$ cat config.mk
export PLATFORM = sky130hd
export DESIGN_NAME = rcdc_core
export DESIGN_NICKNAME = d
export VERILOG_FILES = /design/src/hdl/rcdc_pkg.sv /design/src/hdl/rcdc_core.sv
export SDC_FILE = /design/constraint.sdc
export NUM_CORES = 2
export LEC_CHECK = 0
export BUFFER_PORTS_ARGS = -buffer_cell sky130_fd_sc_hd__buf_2
export CAP_MARGIN = 20
export CELL_PAD_IN_SITES_DETAIL_PLACEMENT = 0
export CELL_PAD_IN_SITES_GLOBAL_PLACEMENT = 1
export CORE_AREA = 2 2 469 471
export CTS_BUF_LIST = sky130_fd_sc_hd__clkbuf_4
export CTS_CLUSTER_SIZE = 12
export DETAILED_ROUTE_END_ITERATION = 12
export DIE_AREA = 0 0 471 473
export PLACE_DENSITY = 0.52
export SYNTH_ARGS = -nofsm -noshare
export SYNTH_HDL_FRONTEND = slang
export SYNTH_SLANG_ARGS = --single-unit
$ cat constraint.sdc
create_clock -name clk -period 20.2 [get_ports clk]
set_input_delay 6.06 -clock clk [delete_from_list [all_inputs] [get_ports clk]]
set_output_delay 6.06 -clock clk [all_outputs]
set_load 0.01 [all_outputs]
$ cat src/hdl/rcdc_pkg.sv
// Shared types, constants and helpers for the Rabin content-defined chunker.
// No dependencies.
package rcdc_pkg;

  localparam int FP_W    = 64;
  localparam int COUNT_W = 21;
  localparam int BRK_W   = 32;
  localparam int A_W     = 5;
  localparam int IDX_W   = 3;

  localparam logic [COUNT_W-1:0] COUNT_MAX = {COUNT_W{1'b1}};

  localparam logic [IDX_W-1:0] REG_POLY   = 3'd0;
  localparam logic [IDX_W-1:0] REG_NORM   = 3'd1;
  localparam logic [IDX_W-1:0] REG_AVG    = 3'd2;
  localparam logic [IDX_W-1:0] REG_MINLEN = 3'd3;
  localparam logic [IDX_W-1:0] REG_MAXLEN = 3'd4;
  localparam logic [IDX_W-1:0] REG_BREAK  = 3'd5;

  localparam logic [FP_W-1:0]    POLY_RESET   = 64'd13827942727904890243;
  localparam logic [A_W-1:0]     AVG_RESET    = 5'd13;
  localparam logic [COUNT_W-1:0] MINLEN_RESET = 21'd2048;
  localparam logic [COUNT_W-1:0] MAXLEN_RESET = 21'd65536;
  localparam logic [BRK_W-1:0]   BREAK_RESET  = 32'd120;

  // Tables are linear in the index byte: one basis word per index bit.
  typedef logic [7:0][FP_W-1:0] basis_t;

  typedef struct packed {
    basis_t     append_basis;
    basis_t     remove_basis;
    logic [5:0] top_shift;
  } tables_t;

  typedef struct packed {
    logic               normalized;
    logic [A_W-1:0]     avg_log2;
    logic [COUNT_W-1:0] min_len;
    logic [COUNT_W-1:0] max_len;
    logic [BRK_W-1:0]   break_val;
  } cfg_t;

  function automatic logic [FP_W-1:0] basis_lookup(input basis_t b, input logic [7:0] j);
    logic [FP_W-1:0] acc;
    acc = '0;
    for (int i = 0; i < 8; i++) begin
      if (j[i]) acc = acc ^ b[i];
    end
    return acc;
  endfunction

endpackage

$ cat src/hdl/rcdc_core.sv
// Per-byte chunking stage: window, rolling fingerprint, count and cut decision.
// Depends on rcdc_pkg.
module rcdc_core import rcdc_pkg::*; #(
  parameter int WINDOW_BYTES = 48
) (
  input  logic               clk,
  input  logic               rst_n,
  input  logic               fire,
  input  logic [7:0]         data_byte,
  input  logic               end_of_data,
  input  cfg_t               cfg,
  input  tables_t            tables,
  output logic               cut,
  output logic [COUNT_W-1:0] chunk_length,
  output logic [FP_W-1:0]    rolling_value
);

  logic [FP_W-1:0]    fp_r, fp_nxt;
  logic [WINDOW_BYTES-1:0][7:0] win_r, win_nxt;
  logic [COUNT_W-1:0] cnt_r, cnt_nxt;
  logic [COUNT_W-1:0] count;
  logic               hashed;
  logic [FP_W-1:0]    f0, f0_top, h, mask;
  logic [6:0]         a7;
  logic               match;

  assign count  = (cnt_r != COUNT_MAX) ? cnt_r + COUNT_W'(1) : cnt_r;
  assign hashed = !(count < cfg.min_len || (count == cfg.min_len && end_of_data));
  assign f0     = fp_r ^ basis_lookup(tables.remove_basis, win_r[WINDOW_BYTES-1]);
  assign f0_top = f0 >> tables.top_shift;
  assign h      = {f0[FP_W-9:0], data_byte} ^ basis_lookup(tables.append_basis, f0_top[7:0]);
  assign a7     = {2'b0, cfg.avg_log2};

  always_comb begin
    if (!cfg.normalized) begin
      mask = (64'd1 << a7) - 64'd1;
    end else if ({43'b0, count} < (64'd1 << a7)) begin
      mask = (64'd1 << (a7 + 7'd1)) - 64'd1;
    end else if (a7 == 7'd0) begin
      mask = '0;
    end else begin
      mask = (64'd1 << (a7 - 7'd1)) - 64'd1;
    end
  end

  assign match         = ((h & mask) == {32'b0, cfg.break_val});
  assign cut           = hashed ? (match || count >= cfg.max_len || end_of_data) : end_of_data;
  assign chunk_length  = count;
  assign rolling_value = hashed ? h : '0;

  always_comb begin
    fp_nxt  = fp_r;
    win_nxt = win_r;
    cnt_nxt = cnt_r;
    if (fire) begin
      if (cut) begin
        fp_nxt  = '0;
        win_nxt = '0;
        cnt_nxt = '0;
      end else begin
        cnt_nxt = count;
        if (hashed) begin
          fp_nxt  = h;
          win_nxt = {win_r[WINDOW_BYTES-2:0], data_byte};
        end
      end
    end
  end

  always_ff @(posedge clk) begin
    if (!rst_n) begin
      fp_r  <= '0;
      win_r <= '0;
      cnt_r <= '0;
    end else begin
      fp_r  <= fp_nxt;
      win_r <= win_nxt;
      cnt_r <= cnt_nxt;
    end
  end

  assert property (@(posedge clk) disable iff (!rst_n) fire && cut |=> cnt_r == '0 && fp_r == '0)
    else $error("chunk state not cleared after cut");
  assert property (@(posedge clk) disable iff (!rst_n) fire && !hashed && !cut |=> $stable(fp_r))
    else $error("fingerprint moved on unhashed byte");

endmodule

==> results.txt <==
Setup TNS - 0 ns
Post-Route WL - 343000 um
Clk sinks - 469
Post-Syn Instances - 4738
Area grow syn2layout - 32.1%
Avg Cell Area, Syn - 8.38 um^2
Site Rows - 172
Clock buffer depth - 3
Status - completed
Die width - 471 um
Async SR Flop Fraction - 0%
Slowest-stage cell, CP - nor2_1
Commonest non-fill, non-tap cell in the layout - buf_2
Final ANT Viol Nets - 0
DRT iter0 DRCs - 5013
Min-Delay Path Class - register to register
Clk pwr share - 26.2%
Post-cts sizing count - 0
DRC viols - 0
Cell family with most CP delay - simple AND/OR/NAND/NOR gates
Clock slew seen by the registers of the worst setup and hold paths - 0.06 ns
Crit-path max FO - 46
Cell Pwr Density - 67.1 mW/mm^2
Top-area cell type share of the netlist area - 23.6%
HPWL after DPL - 294000 um
Core Area - 0.218 mm^2
Crit path capture - cut
RR Endpoint - win_r[239]$_SDFFE_PN0P_
Vias in the first global route - 44000
Post-synth top flop - dfxtp_1
Min Hold Slack - 0.436 ns
Power Total - 3520 uW
Startpoint Class - primary input
FF-to-FF Start - win_r[377]$_SDFFE_PN0P_
Gate power share - 47.5%
Final Slew Violations - 0
Final setup margin - 1.07 ns
Final Setup Violations - 0
Post-CTS setup buffers - 0
Yosys reg bits - 469
DR pass1 iterations - 6
Die H - 473 um
Crit. End Element - output pin
Worst reg2reg setup slack - 9.30 ns
IO Pins - 1208
Slew headroom - 21.6%
Leak - 0.0226 uW
WP data required - 14.14 ns
Net Sw Power - 1550 uW
Largest net degree at the start of global routing - 117
Die footprint - 0.223 mm^2
Top cells by area, synth - dfxtp_1, a32o_1, xnor2_1, nand2_1, xnor3_1
Grt total ovfl - 0
CTS Buf Count - 141
Worst Skew - 0.115 ns
Per-cell routed wire length - 37.2 um
Register area share after synthesis - 23.6%
Fmax - 52.3 MHz
Switching fraction of total power - 43.9%
CP startpoint - tables[1]
Period utilization - 94.7%
Max-cap violation count - 0
Synth warnings - 0
Reg power frac - 26.3%
Initial Util - 18.2%
CTS tree - built
Hold-fix buffers, CTS - 0
Global Route Usage Sum - 29.5%
CP peak stage delay - 0.83 ns
Cell internal pwr - 1980 uW
Cell variety after synth - 81
Buf+Inv Stages, Crit Path - 6
Via density - 4.96
Synth area leader - dfxtp_1
Mapped Nets - 5937
Final #Nets - 7241
CP Depth - 21
Synthesized cell area - 0.0397 mm^2
CP arrival - 13.07 ns
Layout cells sized above 1 - 29.8%
Root Driver - clkbuf_4
Pre-CTS setup slack - 1.13 ns
Fin. Hold Viols - 0
Worst reg2reg path depth - 25
First-pass GRT wire length - 435000 um
H-Tree Depth - 4
Post-synth EDFFs - 0
Maximum VDD drop - 0.0318 mV
RSZ-0062 raised after global routing - no
Setup CP Type - primary input to output pin
Port Buf Inserts - 1207
GPL Wtd Cong - 1.04
Initial antenna violation count - 227
Slew @ Worst Pin - 1.15 ns
Worst-Skew Late Latency - 1.04 ns
Worst-path cell chain - buf_2, clkinv_1, buf_4, nand2_1, nor2_1, a22o_1, a211oi_1, o21ai_0, nand4b_1, and2_4, buf_12, nand2_1, xnor3_1, xnor2_1, xnor2_1, a221oi_1, and4_1, nand4_1, o31a_2, inv_1, buf_2
Most frequent cells in the layout - buf_2, nand2_1, dfxtp_1, xnor2_1, a32o_1
Vias post-DR - 45800
Min Clock Period, post-route - 19.13 ns
==> registers in the layout (all words and copies together), names as in the netlist <==
| signal | count |
|---|---|
| cnt_r | 21 |
| fp_r | 64 |
| win_r | 384 |
==> cell usage after synthesis (15+ instances only) <==
library cell	count
o21ai_0	132
and2_1	48
xnor2_1	464
a32o_1	436
nor2_1	258
a22oi_1	29
o211ai_1	22
dfxtp_1	469
nand3_1	158
buf_1	22
a21o_1	32
ha_1	77
xnor3_1	177
a31oi_1	17
buf_2	61
mux2i_1	43
o221ai_1	15
inv_1	64
clkbuf_1	207
xor2_1	270
nand4_1	31
buf_6	69
buf_4	20
o22ai_1	34
a22o_1	41
nor4_1	18
a221oi_1	26
nor3_1	42
and3_1	29
a211oi_1	18
a21oi_1	113
nand2_1	1071
==> stage by stage <==
| stage | utilization, % | cells | instance area, um^2 |
|---|---|---|---|
| 5_1_grt | 23.9 | 9117 | 52200 |
| 6_report | 24.0 | 9237 | 52500 |
| 3_3_place_gp | 23.0 | 8767 | 50100 |
| 4_1_cts | 23.8 | 9005 | 51900 |
| 2_1_floorplan | - | 4738 | 39700 |
| 3_5_place_dp | 23.0 | 8769 | 50100 |
==> layer usage <==
metal | GRT usage (%) | part of all wire, %
met5 | 0 | 0.18
met4 | 17.0 | 6.3
met1 | 34.1 | 38
met3 | 9.69 | 9.4
met2 | 47.4 | 46
==> area by class of cell <==
cell class | instances | area, um^2
flip-flops and latches | 469 | 9420
well taps | 2871 | 3590
inverters | 68 | 255
fillers | 24600 | 166000
clock buffers | 198 | 1490
multi-input cells | 3822 | 28200
diodes | 231 | 578
repair buffers | 1540 | 8660
clock inverters | 38 | 245
==> power by group through the flow <==
stage | Clock [uW] | Sequential [uW] | Combinational (uW)
after global routing | 1010 | 924 | 1680
after floorplan | 0 | 946 | 613
after detailed placement | 0 | 945 | 1650
final | 924 | 924 | 1670
after global placement | 0 | 945 | 1660
after CTS | 959 | 924 | 1660
==> worst min path at each step <==
stage | slack [ns] | cells after the start | from | endpoint
2_1_floorplan | 0.44 | 1 | win_r[0]$_SDFFE_PN0P_ | win_r[0]$_SDFFE_PN0P_
3_3_place_gp | 0.45 | 1 | win_r[353]$_SDFFE_PN0P_ | win_r[353]$_SDFFE_PN0P_
3_5_place_dp | 0.45 | 1 | win_r[228]$_SDFFE_PN0P_ | win_r[228]$_SDFFE_PN0P_
4_1_cts | 0.43 | 1 | win_r[40]$_SDFFE_PN0P_ | win_r[48]$_SDFFE_PN0P_
5_1_grt | 0.45 | 1 | win_r[40]$_SDFFE_PN0P_ | win_r[48]$_SDFFE_PN0P_
6_report | 0.44 | 1 | win_r[122]$_SDFFE_PN0P_ | win_r[130]$_SDFFE_PN0P_
==> cell families (layout without fill, tap and decap cells) <==
family	Yosys count	in the layout	synth area share, %
other cells	0	231	0
flops	469	469	23.6
buf+inv	447	1844	5.91
compound gates	1036	1036	21.2
fa+ha+maj	78	78	2.45
mux	55	55	1.48
xor+xnor	928	928	27.1
simple gates	1725	1725	18.3
Power figures use the tool's default switching activity.
