**src/hdl/rcdc_pkg.sv**
```systemverilog
// Shared types, constants and helpers for the Rabin content-defined chunker.
// No dependencies.
package rcdc_pkg;

  localparam int FP_W    = 64;
  localparam int COUNT_W = 21;
  localparam int BRK_W   = 32;
  localparam int A_W     = 5;
  localparam int IDX_W   = 3;

  localparam logic [COUNT_W-1:0] COUNT_MAX = {COUNT_W{1'b1}};

  localparam logic [IDX_W-1:0] REG_POLY   = 3'd0;
  localparam logic [IDX_W-1:0] REG_NORM   = 3'd1;
  localparam logic [IDX_W-1:0] REG_AVG    = 3'd2;
  localparam logic [IDX_W-1:0] REG_MINLEN = 3'd3;
  localparam logic [IDX_W-1:0] REG_MAXLEN = 3'd4;
  localparam logic [IDX_W-1:0] REG_BREAK  = 3'd5;

  localparam logic [FP_W-1:0]    POLY_RESET   = 64'd13827942727904890243;
  localparam logic [A_W-1:0]     AVG_RESET    = 5'd13;
  localparam logic [COUNT_W-1:0] MINLEN_RESET = 21'd2048;
  localparam logic [COUNT_W-1:0] MAXLEN_RESET = 21'd65536;
  localparam logic [BRK_W-1:0]   BREAK_RESET  = 32'd120;

  // Tables are linear in the index byte: one basis word per index bit.
  typedef logic [7:0][FP_W-1:0] basis_t;

  typedef struct packed {
    basis_t     append_basis;
    basis_t     remove_basis;
    logic [5:0] top_shift;
  } tables_t;

  typedef struct packed {
    logic               normalized;
    logic [A_W-1:0]     avg_log2;
    logic [COUNT_W-1:0] min_len;
    logic [COUNT_W-1:0] max_len;
    logic [BRK_W-1:0]   break_val;
  } cfg_t;

  function automatic logic [FP_W-1:0] basis_lookup(input basis_t b, input logic [7:0] j);
    logic [FP_W-1:0] acc;
    acc = '0;
    for (int i = 0; i < 8; i++) begin
      if (j[i]) acc = acc ^ b[i];
    end
    return acc;
  endfunction

endpackage

```
**src/hdl/rcdc_tables.sv**
```systemverilog
// Table rebuild sequencer: derives append/remove basis words from the polynomial.
// Depends on rcdc_pkg.
module rcdc_tables import rcdc_pkg::*; #(
  parameter int WINDOW_BYTES = 48
) (
  input  logic            clk,
  input  logic            rst_n,
  input  logic            start,
  input  logic [FP_W-1:0] poly,
  output tables_t         tables,
  output logic            busy
);

  localparam int CNT_W = $clog2(WINDOW_BYTES);
  localparam logic [CNT_W-1:0] SP_LAST = CNT_W'(WINDOW_BYTES - 2);

  localparam logic [2:0] S_IDLE = 3'd0;
  localparam logic [2:0] S_DEG  = 3'd1;
  localparam logic [2:0] S_AB   = 3'd2;
  localparam logic [2:0] S_SP   = 3'd3;
  localparam logic [2:0] S_RB   = 3'd4;

  logic [2:0]      st_r, st_nxt;
  logic [5:0]      k_r, k_nxt;
  logic [FP_W-1:0] v_r, v_nxt;
  logic [2:0]      b_r, b_nxt;
  logic [CNT_W-1:0] cnt_r, cnt_nxt;
  basis_t          ab_r, ab_nxt;
  basis_t          rb_r, rb_nxt;
  logic [5:0]      top_r, top_nxt;
  logic [FP_W-1:0] v_x;
  logic [FP_W-1:0] v_app;
  logic [FP_W-1:0] v_top;
  logic [5:0]      k_dec;

  assign k_dec = k_r - 6'd1;
  assign v_x   = (v_r << 1) ^ (v_r[k_dec] ? poly : '0);
  assign v_top = v_r >> top_r;
  assign v_app = (v_r << 8) ^ basis_lookup(ab_r, v_top[7:0]);

  always_comb begin
    st_nxt  = st_r;
    k_nxt   = k_r;
    v_nxt   = v_r;
    b_nxt   = b_r;
    cnt_nxt = cnt_r;
    ab_nxt  = ab_r;
    rb_nxt  = rb_r;
    top_nxt = top_r;
    unique case (st_r)
      S_IDLE: begin
      end
      S_DEG: begin
        if (!poly[k_r] && k_r != 6'd0) begin
          k_nxt = k_dec;
        end else if (poly[FP_W-1:8] == '0) begin
          ab_nxt  = '0;
          rb_nxt  = '0;
          top_nxt = '0;
          st_nxt  = S_IDLE;
        end else begin
          top_nxt = k_r - 6'd8;
          v_nxt   = poly ^ (64'd1 << k_r);
          b_nxt   = '0;
          st_nxt  = S_AB;
        end
      end
      S_AB: begin
        ab_nxt[b_r] = v_r ^ (64'd1 << ({1'b0, k_r} + {4'b0, b_r}));
        v_nxt = v_x;
        b_nxt = b_r + 3'd1;
        if (b_r == 3'd7) begin
          v_nxt   = 64'd1;
          cnt_nxt = '0;
          st_nxt  = S_SP;
        end
      end
      S_SP: begin
        v_nxt   = v_app;
        cnt_nxt = cnt_r + CNT_W'(1);
        if (cnt_r == SP_LAST) begin
          b_nxt  = '0;
          st_nxt = S_RB;
        end
      end
      S_RB: begin
        rb_nxt[b_r] = v_r;
        v_nxt = v_x;
        b_nxt = b_r + 3'd1;
        if (b_r == 3'd7) st_nxt = S_IDLE;
      end
      default: st_nxt = S_IDLE;
    endcase
    if (start) begin
      st_nxt = S_DEG;
      k_nxt  = 6'd63;
    end
  end

  always_ff @(posedge clk) begin
    if (!rst_n) begin
      st_r <= S_DEG;
      k_r  <= 6'd63;
    end else begin
      st_r <= st_nxt;
      k_r  <= k_nxt;
    end
    v_r   <= v_nxt;
    b_r   <= b_nxt;
    cnt_r <= cnt_nxt;
    ab_r  <= ab_nxt;
    rb_r  <= rb_nxt;
    top_r <= top_nxt;
  end

  assign busy                 = (st_r != S_IDLE);
  assign tables.append_basis  = ab_r;
  assign tables.remove_basis  = rb_r;
  assign tables.top_shift     = top_r;

endmodule

```
**config.mk**
```make
export PLATFORM = sky130hd
export DESIGN_NAME = rcdc_tables
export DESIGN_NICKNAME = d
export VERILOG_FILES = /design/src/hdl/rcdc_pkg.sv /design/src/hdl/rcdc_tables.sv
export SDC_FILE = /design/constraint.sdc
export NUM_CORES = 2
export LEC_CHECK = 0
export BUFFER_PORTS_ARGS = -buffer_cell sky130_fd_sc_hd__buf_2
export CAP_MARGIN = 15
export CORE_MARGIN = 1.5
export CORE_UTILIZATION = 34
export CTS_CLUSTER_DIAMETER = 30
export DETAILED_ROUTE_END_ITERATION = 12
export MAX_ROUTING_LAYER = met4
export REMOVE_ABC_BUFFERS = 1
export SLEW_MARGIN = 30
export SYNTH_ARGS = -nofsm -noshare
export SYNTH_HDL_FRONTEND = slang
export SYNTH_SLANG_ARGS = --single-unit
export TNS_END_PERCENT = 5
```
**constraint.sdc**
```tcl
create_clock -name clk -period 31.4 [get_ports clk]
set_input_delay 4.71 -clock clk [delete_from_list [all_inputs] [get_ports clk]]
set_output_delay 4.71 -clock clk [all_outputs]
set_load 0.05 [all_outputs]
```
==> impl_metrics.env <==
export IMPL_cts_buffers=323
export IMPL_period_minus_slack_ps=8733
export IMPL_p_sw_mw=2.203
export IMPL_synth_area_top_cells="edfxtp_1, nand2_1, a211oi_1, xnor2_1, a21oi_1"
export IMPL_grt_max_degree=198
export IMPL_ys_ff_latch=1112
export IMPL_initial_core_util=0.3416
export IMPL_worst_pin_slew_ps=1040
export IMPL_outcome="finished, final reports clean"
export IMPL_synth_commonest_cells="nand2_1, edfxtp_1, nor2_1"
export IMPL_grt_pass1_vias=54870
export IMPL_avgViaCountPerCell=5.833
export IMPL_fmax_ghz=0.1145
export IMPL_p_leak_nw=31.08
export IMPL_reg2reg_slack_ps=25040
export IMPL_clock_sinks=1112
export IMPL_r2r_start="top_r[0]$_SDFFCE_PN0P_"
export IMPL_cts_tree="built"
export IMPL_final_max_slew_viol_count=0
export IMPL_placementRows=159
export IMPL_ctsResizeCount=0
export IMPL_syn_cell_area_um2=64020
export IMPL_ant_nets=0
export IMPL_dp_hpwl_um=205400
export IMPL_arrival_ps=9290
export IMPL_grt_use_total=0.3246
export IMPL_ys_warnings_count=0
export IMPL_synth_edff_count=1103
export IMPL_seq_area_frac_synth=0.5202
export IMPL_synth_distinct_cells=82
export IMPL_dr_pass1_iters=6
export IMPL_finalSetupViolations=0
export IMPL_slew_headroom=0.3017
export IMPL_placed_area_um2=71780
export IMPL_reg2reg_depth=12
export IMPL_yosys_area_top_type_share=0.5173
export IMPL_cts_setup_buffers=0
export IMPL_yosys_area_top_type="edfxtp_1"
export IMPL_start_kind="primary input"
export IMPL_cp_max_fo=102
export IMPL_async_reset_ff_frac=0
export IMPL_cp_end_kind="flip-flop"
export IMPL_finalCritPeriodShare=0.2781
export IMPL_vdd_drop_max_mv=0.05091
export IMPL_synth_area_mux_share=0.04581
export IMPL_yosys_area_share_xor_xnor=0.1061
export IMPL_combPwrFrac=0.266
export IMPL_internal_power_mw=4.481
export IMPL_path_clk_slew_ps=40
export IMPL_synth_adder_area_share=0.003244
export IMPL_syn_area_per_cell_um2=10.18
export IMPL_hold_violations=0
export IMPL_die_area_um2=190900
export IMPL_required_ps=31960
export IMPL_routed_wl_um=312200
export IMPL_portBuffers=1097
export IMPL_power_density_nw_per_um2=80.95
export IMPL_skew_ps=60.03
export IMPL_cts_htree_levels=5
export IMPL_clock_latency_ps=970
export IMPL_yosys_area_share_simple=0.1566
export IMPL_die_width_um=436.9
export IMPL_vias=58540
export IMPL_worstHoldStart="tables[392]$_SDFFCE_PN0P_"
export IMPL_layout_drive_gt1_share=0.2622
export IMPL_drtIter0Drc=7629
export IMPL_setup_tns_ps=0
export IMPL_io_pins=1098
export IMPL_whs_path_depth=2
export IMPL_syn_to_final_growth_pct=28.98
export IMPL_fp_coreArea_um2=187400
export IMPL_grt_pass1_wl_um=429800
export IMPL_seq_power_share=0.257
export IMPL_cts_hold_buf=0
export IMPL_rsz0062_at_grt="false"
export IMPL_gp_congestion=1.027
export IMPL_final_cell_area_um2=82580
export IMPL_die_y_um=436.9
export IMPL_drc_errors=0
export IMPL_r2r_end="v_r[5]$_DFFE_PP_"
export IMPL_criticalPathCategory="in2reg"
export IMPL_min_to="tables[392]$_SDFFCE_PN0P_"
export IMPL_synth_cells=6291
export IMPL_antenna_found_initial=6
export IMPL_power_share_switching=0.3296
export IMPL_max_cap_violations=0
export IMPL_clock_path_buffers=4
export IMPL_fin_nets=7382
export IMPL_synthFlopType="edfxtp_1"
export IMPL_hold_class="reg2reg"
export IMPL_clockRootBuffer="clkbuf_16"
export IMPL_synth_compound_area_frac=0.1257
export IMPL_grt_overflow_total=0
export IMPL_yosysMostFrequentCell="nand2_1"
export IMPL_p_clk_frac=0.478
export IMPL_synth_top_family_by_area="simple AND/OR/NAND/NOR gates"
export IMPL_wl_per_cell_um=31.11
==> area by class of cell <==
class	count	area, um2
clock inverter	186	2059
tap	2495	3122
antenna	6	15.01
clock buffer	376	8439
timing repair buffer	1269	7053
inverter	69	259.0
multi-input combinational	4524	28330
sequential	1112	33300
fill	17960	104800
==> cells in the final DEF (no fill, tap or decap), drive strengths merged, types with 35 or more instances in the layout <==
master / instances
xnor3: 68
xnor2: 440
o221ai: 66
o21ai: 82
nand2: 1538
nor3: 67
a21oi: 527
a211oi: 518
edfxtp: 1103
clkinv: 114
mux4: 108
buf: 1269
nand3: 36
inv: 73
mux2i: 35
nor2: 671
nor3b: 64
xor2: 135
bufinv: 42
clkbuf: 376
==> how the worst max path moves through the flow <==
stage	depth (start not counted)	startpoint	slack, ps	endpoint
after floorplan	5	poly[41]	-860	tables[1000]$_SDFFCE_PN0P_
after global placement	10	poly[53]	21710	tables[685]$_SDFFCE_PN0P_
after detailed placement	10	poly[53]	21660	tables[813]$_SDFFCE_PN0P_
after CTS	10	poly[53]	22630	tables[928]$_SDFFCE_PN0P_
after global routing	11	poly[53]	22570	tables[998]$_SDFFCE_PN0P_
final	11	poly[53]	22670	tables[998]$_SDFFCE_PN0P_
==> power by group through the flow <==
stage	Sequential [mW]	Combinational, mW	Clock (mW)
final	1.71	1.78	3.19
after global routing	1.72	1.83	3.29
after CTS	1.71	1.73	3.21
after detailed placement	1.74	1.72	0
after global placement	1.74	1.70	0
after floorplan	1.86	0.921	0
==> critical path, cell delays in order <==
cell      delay, ps
buf_2           150
nor4_1          390
nand4_1         140
nor4_1          730
buf_4           320
nand4b_1        170
a21oi_4         180
buf_4           660
buf_6           680
buf_12          450
buf_16          390
==> registers in the layout (all words and copies together) (netlist names) <==
name    count
v_r        64
top_r       6
tables   1024
cnt_r       6
b_r         3
k_r         6
st_r        3
==> cells by family after synthesis <==
logic type	after synthesis
and+or+nand+nor	2461
AOI/OAI and AO/OA	1248
DFF	1112
buffers and inverters	655
xor gates and xnor gates	643
muxes	156
adders and majority gates	16
==> through the flow <==
stage,setup WS (ps),utilization,cells,power [mW],hold WS [ps]
5_1_grt,22570,0.4406,10040,6.833,644.5
4_1_cts,22630,0.4390,10020,6.648,623.3
3_3_place_gp,21710,0.3825,9460,3.439,602.9
3_5_place_dp,21660,0.3830,9462,3.452,613.7
6_report,22670,0.4407,10040,6.684,622.3
2_1_floorplan,-856.7,-,5705,2.783,555.4
==> per-layer routing <==
| metal | global-route usage | part of all wire | vias up |
|---|---|---|---|
| met1 | 0.3788 | 0.35 | 28790 |
| met4 | 0.2526 | 0.096 | 0 |
| met5 | - | 0 | - |
| met3 | 0.09051 | 0.11 | 1138 |
| li1 | - | - | 24410 |
| met2 | 0.4710 | 0.44 | 4209 |
Note: power is estimated with default switching activity, not from simulation.
